===== src/sv/dcl_pkg.sv =====
// ----------------------------------------------------------------------------
// dcl_pkg
// Shared types and constants for the DC load setpoint and meter block.
// ----------------------------------------------------------------------------
package dcl_pkg;

    typedef enum logic [1:0] {
        MODE_CC,
        MODE_CV,
        MODE_CP,
        MODE_CR
    } t_mode;

    localparam logic CFG_LOAD_MODE = 1'b0;
    localparam logic CFG_TARGET    = 1'b1;

    localparam logic [6:0]  VOLT_MUL  = 7'd122;
    localparam logic [6:0]  VOLT_DIV  = 7'd100;
    localparam logic [12:0] AMP_MUL   = 13'd7326;
    localparam logic [13:0] AMP_DIV   = 14'd10000;
    localparam logic [9:0]  SCALE_K   = 10'd1000;
    localparam logic [11:0] DAC_FULL  = 12'd4095;
    localparam logic [8:0]  AMP_FULL  = 9'd500;
    localparam logic [13:0] FRAME_CMD = 14'h3000;
    localparam logic [12:0] OHMS_MAX  = 13'd4999;

    // floor(2^32 / d) reciprocals
    localparam int unsigned REC_SHIFT = 32;
    localparam logic [25:0] REC_100   = 26'd42949672;
    localparam logic [18:0] REC_10000 = 19'd429496;
    localparam logic [22:0] REC_1000  = 23'd4294967;
    localparam logic [23:0] REC_500   = 24'd8589934;

    typedef struct packed {
        logic [11:0] vs;
        logic [11:0] cs;
        t_mode       mode;
        logic [13:0] target;
    } t_item;

endpackage


===== src/sv/dcl_front.sv =====
// ----------------------------------------------------------------------------
// dcl_front
// Holds the configuration registers and tags each sample request for the queue.
// ----------------------------------------------------------------------------
module dcl_front
    import dcl_pkg::*;
(
    input  logic        i_clk,
    input  logic        i_rst_n,
    input  logic        i_cfg_valid,
    output logic        o_cfg_ready,
    input  logic        i_cfg_index,
    input  logic [13:0] i_cfg_data,
    input  logic        i_valid,
    output logic        o_ready,
    input  logic [11:0] i_voltage_sample,
    input  logic [11:0] i_current_sample,
    input  logic        i_q_full,
    output logic        o_push,
    output t_item       o_item
);

    t_mode       r_mode;
    logic [13:0] r_target;

    assign o_cfg_ready = 1'b1;
    assign o_ready     = !i_q_full;
    assign o_push      = i_valid && !i_q_full;

    always_comb begin
        o_item.vs     = i_voltage_sample;
        o_item.cs     = i_current_sample;
        o_item.mode   = r_mode;
        o_item.target = r_target;
    end

    always_ff @(posedge i_clk) begin
        if (!i_rst_n) begin
            r_mode   <= MODE_CC;
            r_target <= '0;
        end else if (i_cfg_valid) begin
            case (i_cfg_index)
                CFG_LOAD_MODE: r_mode   <= t_mode'(i_cfg_data[1:0]);
                CFG_TARGET:    r_target <= i_cfg_data;
                default:       r_target <= r_target;
            endcase
        end
    end

endmodule


===== src/sv/dcl_queue.sv =====
// ----------------------------------------------------------------------------
// dcl_queue
// Small FIFO of sample requests between the front and back parts.
// ----------------------------------------------------------------------------
module dcl_queue
    import dcl_pkg::*;
#(
    parameter int DEPTH = 2
) (
    input  logic  i_clk,
    input  logic  i_rst_n,
    input  logic  i_push,
    input  t_item i_item,
    input  logic  i_pop,
    output t_item o_head,
    output logic  o_full,
    output logic  o_empty
);

    localparam int PW = $clog2(DEPTH);
    localparam int CW = $clog2(DEPTH + 1);

    t_item         r_mem [DEPTH];
    logic [PW-1:0] r_wp;
    logic [PW-1:0] r_rp;
    logic [CW-1:0] r_cnt;

    assign o_head  = r_mem[r_rp];
    assign o_full  = (r_cnt == CW'(DEPTH));
    assign o_empty = (r_cnt == '0);

    always_ff @(posedge i_clk) begin
        if (i_push) begin
            r_mem[r_wp] <= i_item;
        end
    end

    always_ff @(posedge i_clk) begin
        if (!i_rst_n) begin
            r_wp  <= '0;
            r_rp  <= '0;
            r_cnt <= '0;
        end else begin
            if (i_push) begin
                r_wp <= (r_wp == PW'(DEPTH - 1)) ? '0 : r_wp + 1'b1;
            end
            if (i_pop) begin
                r_rp <= (r_rp == PW'(DEPTH - 1)) ? '0 : r_rp + 1'b1;
            end
            if (i_push && !i_pop) begin
                r_cnt <= r_cnt + 1'b1;
            end else if (i_pop && !i_push) begin
                r_cnt <= r_cnt - 1'b1;
            end
        end
    end

endmodule


===== src/sv/dcl_div.sv =====
// ----------------------------------------------------------------------------
// dcl_div
// Restoring unsigned divider, one quotient bit per cycle.
// ----------------------------------------------------------------------------
module dcl_div #(
    parameter int NW = 24,
    parameter int DW = 14
) (
    input  logic          i_clk,
    input  logic          i_rst_n,
    input  logic          i_start,
    input  logic [NW-1:0] i_dividend,
    input  logic [DW-1:0] i_divisor,
    output logic          o_busy,
    output logic [NW-1:0] o_quotient
);

    localparam int CW = $clog2(NW + 1);

    logic          r_busy;
    logic [CW-1:0] r_cnt;
    logic [NW-1:0] r_quo;
    logic [DW-1:0] r_rem;
    logic [DW-1:0] r_dvs;
    logic [DW:0]   w_trial;
    logic [DW:0]   w_diff;
    logic          w_ge;

    assign w_trial    = {r_rem, r_quo[NW-1]};
    assign w_ge       = (w_trial >= {1'b0, r_dvs});
    assign w_diff     = w_trial - {1'b0, r_dvs};
    assign o_busy     = r_busy;
    assign o_quotient = r_quo;

    always_ff @(posedge i_clk) begin
        if (!i_rst_n) begin
            r_busy <= 1'b0;
            r_cnt  <= '0;
        end else if (i_start) begin
            r_busy <= 1'b1;
            r_cnt  <= CW'(NW);
        end else if (r_busy) begin
            r_cnt  <= r_cnt - 1'b1;
            r_busy <= (r_cnt != CW'(1));
        end
    end

    always_ff @(posedge i_clk) begin
        if (i_start) begin
            r_quo <= i_dividend;
            r_rem <= '0;
            r_dvs <= i_divisor;
        end else if (r_busy) begin
            r_quo <= {r_quo[NW-2:0], w_ge};
            r_rem <= w_ge ? w_diff[DW-1:0] : w_trial[DW-1:0];
        end
    end

endmodule


===== src/sv/dcl_back.sv =====
// ----------------------------------------------------------------------------
// dcl_back
// Scales samples, forms power, resistance and DAC code, holds the result.
// ----------------------------------------------------------------------------
module dcl_back
    import dcl_pkg::*;
(
    input  logic        i_clk,
    input  logic        i_rst_n,
    input  t_item       i_head,
    input  logic        i_empty,
    output logic        o_pop,
    output logic        o_valid,
    input  logic        i_ready,
    output logic [11:0] o_dac_code,
    output logic        o_dac_write,
    output logic [13:0] o_spi_frame,
    output logic [12:0] o_volts_scaled,
    output logic [11:0] o_amps_scaled,
    output logic [13:0] o_power_scaled,
    output logic [12:0] o_ohms_value,
    output logic        o_ohms_over
);

    typedef enum logic [3:0] {
        ST_IDLE, ST_SREC, ST_SFIX, ST_START, ST_PREC, ST_PFIX,
        ST_WAIT, ST_CMUL, ST_CREC, ST_CFIX, ST_DONE
    } t_state;

    t_state      r_state;
    t_mode       r_mode;
    logic [13:0] r_target;
    logic [18:0] r_p;
    logic [24:0] r_a;
    logic [12:0] r_qv;
    logic [11:0] r_qa;
    logic [12:0] r_volts;
    logic [11:0] r_amps;
    logic [23:0] r_pw;
    logic [13:0] r_pq;
    logic [13:0] r_power;
    logic [20:0] r_x;
    logic        r_ok;
    logic [11:0] r_cq;
    logic [11:0] r_code;
    logic [12:0] r_ohms;
    logic        r_over;
    logic        r_valid;

    logic [44:0] w_pv;
    logic [43:0] w_pa;
    logic [18:0] w_vm;
    logic [24:0] w_am;
    logic        w_vinc;
    logic        w_ainc;
    logic [46:0] w_pp;
    logic [23:0] w_pm;
    logic        w_pinc;
    logic [44:0] w_pc;
    logic [20:0] w_cm;
    logic        w_cinc;
    logic [23:0] w_q;
    logic        w_ok;
    logic        w_fit;
    logic        w_start;
    logic [23:0] w_mdnd;
    logic [13:0] w_mdvs;
    logic        w_obusy;
    logic        w_mbusy;
    logic [12:0] w_oq;
    logic [23:0] w_mq;
    logic        w_load;

    assign o_pop   = (r_state == ST_IDLE) && !i_empty;
    assign o_valid = r_valid;
    assign w_start = (r_state == ST_START);
    assign w_load  = (r_state == ST_DONE) && (!r_valid || i_ready);

    assign w_pv   = r_p * REC_100;
    assign w_pa   = r_a * REC_10000;
    assign w_vm   = r_qv * VOLT_DIV;
    assign w_am   = r_qa * AMP_DIV;
    assign w_vinc = ((r_p - w_vm) >= 19'(VOLT_DIV));
    assign w_ainc = ((r_a - w_am) >= 25'(AMP_DIV));
    assign w_pp   = r_pw * REC_1000;
    assign w_pm   = r_pq * SCALE_K;
    assign w_pinc = ((r_pw - w_pm) >= 24'(SCALE_K));
    assign w_pc   = r_x * REC_500;
    assign w_cm   = r_cq * AMP_FULL;
    assign w_cinc = ((r_x - w_cm) >= 21'(AMP_FULL));

    always_comb begin
        if (r_mode == MODE_CP) begin
            w_mdnd = r_target * SCALE_K;
            w_mdvs = {1'b0, r_volts};
        end else begin
            w_mdnd = r_volts * SCALE_K;
            w_mdvs = r_target;
        end
    end

    always_comb begin
        case (r_mode)
            MODE_CC: begin
                w_q  = {10'd0, r_target};
                w_ok = 1'b1;
            end
            MODE_CV: begin
                w_q  = '0;
                w_ok = 1'b1;
            end
            MODE_CP: begin
                w_q  = w_mq;
                w_ok = (r_volts != '0);
            end
            default: begin
                w_q  = w_mq;
                w_ok = (r_target != '0);
            end
        endcase
        w_fit = w_ok && (w_q <= 24'(AMP_FULL));
    end

    dcl_div #(.NW(13), .DW(12)) u_ohms_div (
        .i_clk      (i_clk),
        .i_rst_n    (i_rst_n),
        .i_start    (w_start),
        .i_dividend (r_volts),
        .i_divisor  (r_amps),
        .o_busy     (w_obusy),
        .o_quotient (w_oq)
    );

    dcl_div #(.NW(24), .DW(14)) u_mode_div (
        .i_clk      (i_clk),
        .i_rst_n    (i_rst_n),
        .i_start    (w_start),
        .i_dividend (w_mdnd),
        .i_divisor  (w_mdvs),
        .o_busy     (w_mbusy),
        .o_quotient (w_mq)
    );

    always_ff @(posedge i_clk) begin
        if (!i_rst_n) begin
            r_state <= ST_IDLE;
            r_valid <= 1'b0;
        end else begin
            if (w_load) begin
                r_valid <= 1'b1;
            end else if (i_ready) begin
                r_valid <= 1'b0;
            end
            case (r_state)
                ST_IDLE: begin
                    if (!i_empty) begin
                        r_state <= ST_SREC;
                    end
                end
                ST_SREC:  r_state <= ST_SFIX;
                ST_SFIX:  r_state <= ST_START;
                ST_START: r_state <= ST_PREC;
                ST_PREC:  r_state <= ST_PFIX;
                ST_PFIX:  r_state <= ST_WAIT;
                ST_WAIT: begin
                    if (!w_obusy && !w_mbusy) begin
                        r_state <= ST_CMUL;
                    end
                end
                ST_CMUL:  r_state <= ST_CREC;
                ST_CREC:  r_state <= ST_CFIX;
                ST_CFIX:  r_state <= ST_DONE;
                ST_DONE: begin
                    if (w_load) begin
                        r_state <= ST_IDLE;
                    end
                end
                default:  r_state <= ST_IDLE;
            endcase
        end
        if (o_pop) begin
            r_mode   <= i_head.mode;
            r_target <= i_head.target;
            r_p      <= i_head.vs * VOLT_MUL;
            r_a      <= i_head.cs * AMP_MUL;
        end
        if (r_state == ST_SREC) begin
            r_qv <= w_pv[44:32];
            r_qa <= w_pa[43:32];
        end
        if (r_state == ST_SFIX) begin
            r_volts <= r_qv + {12'd0, w_vinc};
            r_amps  <= r_qa + {11'd0, w_ainc};
        end
        if (r_state == ST_START) begin
            r_pw <= r_volts * r_amps;
        end
        if (r_state == ST_PREC) begin
            r_pq <= w_pp[45:32];
        end
        if (r_state == ST_PFIX) begin
            r_power <= r_pq + {13'd0, w_pinc};
        end
        if (r_state == ST_CMUL) begin
            r_ok   <= w_fit;
            r_x    <= w_fit ? w_q[8:0] * DAC_FULL : '0;
            r_over <= (r_amps == '0) || (w_oq > OHMS_MAX);
            r_ohms <= ((r_amps == '0) || (w_oq > OHMS_MAX)) ? '0 : w_oq;
        end
        if (r_state == ST_CREC) begin
            r_cq <= w_pc[43:32];
        end
        if (r_state == ST_CFIX) begin
            r_code <= r_cq + {11'd0, w_cinc};
        end
        if (w_load) begin
            o_dac_code     <= r_ok ? r_code : '0;
            o_dac_write    <= r_ok;
            o_spi_frame    <= r_ok ? (FRAME_CMD | {2'b00, r_code}) : '0;
            o_volts_scaled <= r_volts;
            o_amps_scaled  <= r_amps;
            o_power_scaled <= r_power;
            o_ohms_value   <= r_ohms;
            o_ohms_over    <= r_over;
        end
    end

endmodule


===== src/sv/dc_load_setpoint_and_meter.sv =====
// ----------------------------------------------------------------------------
// dc_load_setpoint_and_meter
// Meters load voltage, current, power and resistance and forms the DAC code.
//
//   channel  handshake                 payload
//   cfg      i_cfg_valid/o_cfg_ready   i_cfg_index, i_cfg_data
//   sample   i_valid/o_ready           i_voltage_sample, i_current_sample
//   result   o_valid/i_ready           o_dac_code ... o_ohms_over
//
// In the back part each sample waits on the 24-step setpoint divider; the
// resistance divider runs beside it. A result that waits holds the back part
// in its last state. The queue takes new samples while the back part works
// or a result waits, until the queue is full.
// Reset clears the configuration registers to constant current, setpoint 0.
// ----------------------------------------------------------------------------
module dc_load_setpoint_and_meter
    import dcl_pkg::*;
#(
    parameter int QUEUE_DEPTH = 2
) (
    input  logic        i_clk,
    input  logic        i_rst_n,
    input  logic        i_cfg_valid,
    output logic        o_cfg_ready,
    input  logic        i_cfg_index,
    input  logic [13:0] i_cfg_data,
    input  logic        i_valid,
    output logic        o_ready,
    input  logic [11:0] i_voltage_sample,
    input  logic [11:0] i_current_sample,
    output logic        o_valid,
    input  logic        i_ready,
    output logic [11:0] o_dac_code,
    output logic        o_dac_write,
    output logic [13:0] o_spi_frame,
    output logic [12:0] o_volts_scaled,
    output logic [11:0] o_amps_scaled,
    output logic [13:0] o_power_scaled,
    output logic [12:0] o_ohms_value,
    output logic        o_ohms_over
);

    logic  w_push;
    logic  w_pop;
    logic  w_full;
    logic  w_empty;
    t_item w_item;
    t_item w_head;

    dcl_front u_front (
        .i_clk            (i_clk),
        .i_rst_n          (i_rst_n),
        .i_cfg_valid      (i_cfg_valid),
        .o_cfg_ready      (o_cfg_ready),
        .i_cfg_index      (i_cfg_index),
        .i_cfg_data       (i_cfg_data),
        .i_valid          (i_valid),
        .o_ready          (o_ready),
        .i_voltage_sample (i_voltage_sample),
        .i_current_sample (i_current_sample),
        .i_q_full         (w_full),
        .o_push           (w_push),
        .o_item           (w_item)
    );

    dcl_queue #(.DEPTH(QUEUE_DEPTH)) u_queue (
        .i_clk   (i_clk),
        .i_rst_n (i_rst_n),
        .i_push  (w_push),
        .i_item  (w_item),
        .i_pop   (w_pop),
        .o_head  (w_head),
        .o_full  (w_full),
        .o_empty (w_empty)
    );

    dcl_back u_back (
        .i_clk          (i_clk),
        .i_rst_n        (i_rst_n),
        .i_head         (w_head),
        .i_empty        (w_empty),
        .o_pop          (w_pop),
        .o_valid        (o_valid),
        .i_ready        (i_ready),
        .o_dac_code     (o_dac_code),
        .o_dac_write    (o_dac_write),
        .o_spi_frame    (o_spi_frame),
        .o_volts_scaled (o_volts_scaled),
        .o_amps_scaled  (o_amps_scaled),
        .o_power_scaled (o_power_scaled),
        .o_ohms_value   (o_ohms_value),
        .o_ohms_over    (o_ohms_over)
    );

endmodule


===== config.mk =====
export PLATFORM = sky130hd
export DESIGN_NAME = dc_load_setpoint_and_meter
export DESIGN_NICKNAME = d
export VERILOG_FILES = /design/src/sv/dcl_pkg.sv /design/src/sv/dcl_front.sv /design/src/sv/dcl_queue.sv /design/src/sv/dcl_div.sv /design/src/sv/dcl_back.sv /design/src/sv/dc_load_setpoint_and_meter.sv
export SDC_FILE = /design/constraint.sdc
export NUM_CORES = 2
export LEC_CHECK = 0
export ABC_AREA = 0
export BUFFER_PORTS_ARGS = -buffer_cell sky130_fd_sc_hd__buf_2
export CORE_MARGIN = 1
export CORE_UTILIZATION = 40
export DETAILED_ROUTE_END_ITERATION = 10
export HOLD_SLACK_MARGIN = 0.1
export SYNTH_ARGS = -nofsm -noshare
export SYNTH_HDL_FRONTEND = slang
export SYNTH_HIERARCHICAL = 1
export SYNTH_SLANG_ARGS = --single-unit

===== constraint.sdc =====
create_clock -name i_clk -period 14.48 [get_ports i_clk]
set_input_delay 0.724 -clock i_clk [delete_from_list [all_inputs] [get_ports i_clk]]
set_output_delay 0.724 -clock i_clk [all_outputs]
set_load 0.02 [all_outputs]

==> impl_table.tex <==
\begin{tabular}{lr}
\hline
Metric & Value \\
\hline
\multicolumn{2}{l}{\textbf{Synthesis}} \\
\quad Commonest cells in the netlist & inv\_1 (1,649), ha\_1 (1,398), fa\_1 (990) \\
\quad Mapped Cells & approximately 7,000 \\
\quad Top cells by area, synth & fa\_1 (27\%), ha\_1 (24\%), edfxtp\_1 (18\%) \\
\quad Number of warnings issued by yosys & 6 \\
\quad Post-synthesis cell area & 0.0731 mm2 \\
\quad Flop and latch count out of synthesis & between 400 and 500 \\
\quad Count leader, synth & inv\_1 \\
\quad Fraction of the yosys area taken by sequential cells & 19.3\% \\
\quad Commonest register cell after synthesis & edfxtp\_1 \\
\quad Dominant cell type by area after synthesis & fa\_1 \\
\quad Share of flip-flops with an asynchronous set or reset & 0\% \\
\quad Post-Synthesis Mean Instance Area & 10.4 um2 \\
\quad Count of unique library cells instantiated by Yosys & 105 \\
\quad Area fraction of the dominant cell type after synthesis & 27.1\% \\
\quad Number of synthesized flops with an enable pin & 429 \\
\multicolumn{2}{l}{\textbf{Detailed routing}} \\
\quad Detail-routed via count per cell & between 5 and 6 \\
\quad Antenna Nets Post-Route & 0 \\
\quad Number of remaining DRC errors & 0 \\
\quad Routed wire length & 163 mm \\
\quad Via count & 47,981 \\
\quad DR iter-0 viols & 2,104 \\
\quad Number of detailed-route iterations in the first pass & 6 \\
\quad Avg WL per Cell & 17.1 um \\
\multicolumn{2}{l}{\textbf{STA}} \\
\quad Worst-case hold slack & roughly 0.22 ns \\
\quad Worst clock skew & 0.0391 ns \\
\quad Maximum frequency from static timing analysis & 129 MHz \\
\quad RSZ-0062 raised after global routing & false \\
\quad Slew at the pin closest to its max-slew limit & 1.22 ns \\
\quad Sum of negative setup slack & 0 ns \\
\quad Final setup margin & 6.73 ns \\
\quad Crit share post-route & 53.6\% \\
\quad Setup-violating endpoint count in the final report & 0 \\
\quad Tightest slew margin relative to the limit & 18.4\% \\
\quad Number of max-slew violations in the final report & 0 \\
\quad Shortest clock period the worst path allows after layout & 7.75 ns \\
\quad Count of endpoints failing hold in the final timing report & 0 \\
\multicolumn{2}{l}{\textbf{Global route}} \\
\quad Met3 usage in global routing & 2.13\% \\
\quad Layer with the highest usage & met2 \\
\quad Met2 track utilization from global routing & around a third \\
\quad Maximum number of pins on one net before global-route repair & 65 \\
\quad Met1 GRT Util & 24.4\% \\
\quad Vias in the first global route & 51,257 \\
\quad GRT Util Overall & 18.3\% \\
\quad Wire length of the first global-routing pass & 270 mm \\
\quad Final global-route overflow total & 0 \\
\quad Antenna violations before repair & 9 \\
\multicolumn{2}{l}{\textbf{Floorplan}} \\
\quad Horiz. Die Dim & between 400 and 500 um \\
\quad Floorplan Core Area & 0.181 mm2 \\
\quad Top-level I/O count & 127 \\
\quad Number of rows created at floorplan & 156 \\
\quad Starting density of the core & 40.4\% \\
\quad Height of the die & 430 um \\
\quad Die area & 0.185 mm2 \\
\multicolumn{2}{l}{\textbf{Hold path}} \\
\quad Worst min path class & in2reg \\
\multicolumn{2}{l}{\textbf{Status}} \\
\quad Result of the run & complete, no violations \\
\multicolumn{2}{l}{\textbf{Cells and area}} \\
\quad Post-synthesis to final-layout area growth & 7.38\% \\
\quad Layout cells sized above 1 & 6.05\% \\
\quad Post-layout net count & 9,550 \\
\quad Share of the core filled with cells in the final layout & 43.4\% \\
\multicolumn{2}{l}{\textbf{Worst setup path}} \\
\quad Crit path required time & roughly 15 ns \\
\quad Largest fanout on the critical path & 6 \\
\quad Buffers plus inverters on the worst setup path & 3 \\
\quad Kind of end point of the critical path & register \\
\quad Crit path kind & reg2reg \\
\quad Signal arrival time at the worst endpoint & 8.18 ns \\
\quad Minimum setup slack among reg-to-reg paths & slightly below 7 ns \\
\quad Startpoint Class & register \\
\quad Peak per-stage delay on the critical path & 0.62 ns \\
\quad Cell family with the largest share of critical-path delay & adder cells \\
\quad Library cell contributing the largest single delay on the critical path & fa\_1 \\
\multicolumn{2}{l}{\textbf{Placement}} \\
\quad Final GP Congestion & 0.891 \\
\quad Port Buffer Count & 125 \\
\quad HPWL Detailed & 136 mm \\
\quad Worst slack, placed & 6.81 ns \\
\multicolumn{2}{l}{\textbf{Clock network}} \\
\quad CTS tree & built \\
\quad Sinks on Clock Net & around 490 \\
\quad Post-CTS Setup Inserts & 0 \\
\quad Gates resized, CTS repair & 0 \\
\quad Hold\_buf cts & 0 \\
\quad Number of levels the H-tree was split into & 2 \\
\quad CTS max path bufs & 3 \\
\quad Insertion delay to the later sink of the worst-skew pair & 0.70 ns \\
\quad Cell chosen for the clock root & clkbuf\_16 \\
\quad Clock buffers created by TritonCTS & 61 \\
\quad Clk slew on worst S/H paths & 0.06 ns \\
\multicolumn{2}{l}{\textbf{Flow run}} \\
\quad Number of maximum-capacitance violations & 0 \\
\hline
\end{tabular}
-- sequential cells by signal, summed over array words and instances, names as in the netlist, 14 cells and up, named ones only --
| register | count |
|---|---|
| u_back/u_mode_div/o_quotient | 24 |
| u_back/u_mode_div/r_rem | 14 |
| u_back/r_target | 14 |
| u_queue/r_mem | 80 |
| u_back/r_a | 24 |
| u_back/r_pq | 14 |
| u_back/o_power_scaled | 14 |
| u_back/u_mode_div/r_dvs | 14 |
| u_back/r_x | 21 |
| u_back/r_pw | 24 |
| u_back/r_p | 18 |
| u_front/r_target | 14 |
| u_back/r_power | 14 |
-- final timing paths --
kind | start | end | cells past startpoint
hold / removal | i_current_sample[6] | u_queue/r_mem[1][22] | 1
setup / recovery | u_back/r_pq[0] | u_back/r_power[13] | 32
setup reg to reg | u_back/r_pq[0] | u_back/r_power[13] | 32
hold reg to reg | u_back/r_ohms[12] | u_back/o_ohms_value[12] | 0
-- metal layers --
metal  wire length (um)  part of all wire, %
met5                 61                0.037
met4               3520                  2.2
met1              74700                   46
met2              79200                   49
met3               5610                  3.4
-- final cells by class --
cell class | count | area (um2)
diodes | 4 | 10.0
clock buffers | 70 | 1590
inverters | 1651 | 6200
fillers | 17251 | 103000
clock inverters | 45 | 507
flip-flops and latches | 492 | 14100
repair buffers | 168 | 948
well taps | 2370 | 2970
multi-input cells | 4744 | 52200
-- cells in the final DEF, fill, tap and decap left out, types with 12 or more instances in the layout --
master,instances
a211oi_1,23
a21boi_0,21
a21o_1,78
a21oi_1,248
a311oi_1,14
a31oi_1,34
a41oi_1,12
and2_1,97
and3_1,39
buf_2,125
buf_4,43
clkbuf_16,61
dfxtp_1,62
edfxtp_1,429
fa_1,990
ha_1,1398
inv_1,1649
mux2_2,79
mux2i_1,18
nand2_1,330
nand2b_1,40
nand3_1,72
nand4_1,42
nor2_1,211
nor2b_1,50
nor3_1,89
nor3b_1,14
nor4_1,21
o211ai_1,31
o21a_1,33
o21ai_0,179
o21ai_1,16
o21ai_2,12
o21bai_1,17
o31ai_1,19
or2_2,21
or3_1,22
xnor2_1,190
xor2_1,87
-- per-stage QoR --
step	instance area (um2)	std cells
after detailed placement	76400	9425
after global placement	76400	9425
after global routing	78500	9542
final	78500	9544
after floorplan	73200	7005
after CTS	78500	9540
-- cell families after synthesis --
kind of cell	after synthesis	synth area share, %
adder cells (fa/ha/maj)	2388	51.0
AO/OA/AOI/OAI	869	7.88
XOR/XNOR	278	3.35
other	2	0.0103
buffers and inverters	1769	9.41
flip-flops	492	19.3
AND/OR/NAND/NOR	1106	7.50
multiplexers	99	1.50
Power is left out: the tool's default activity adds up to more than one toggle a clock period on the data nets, which glitch-free logic cannot reach.
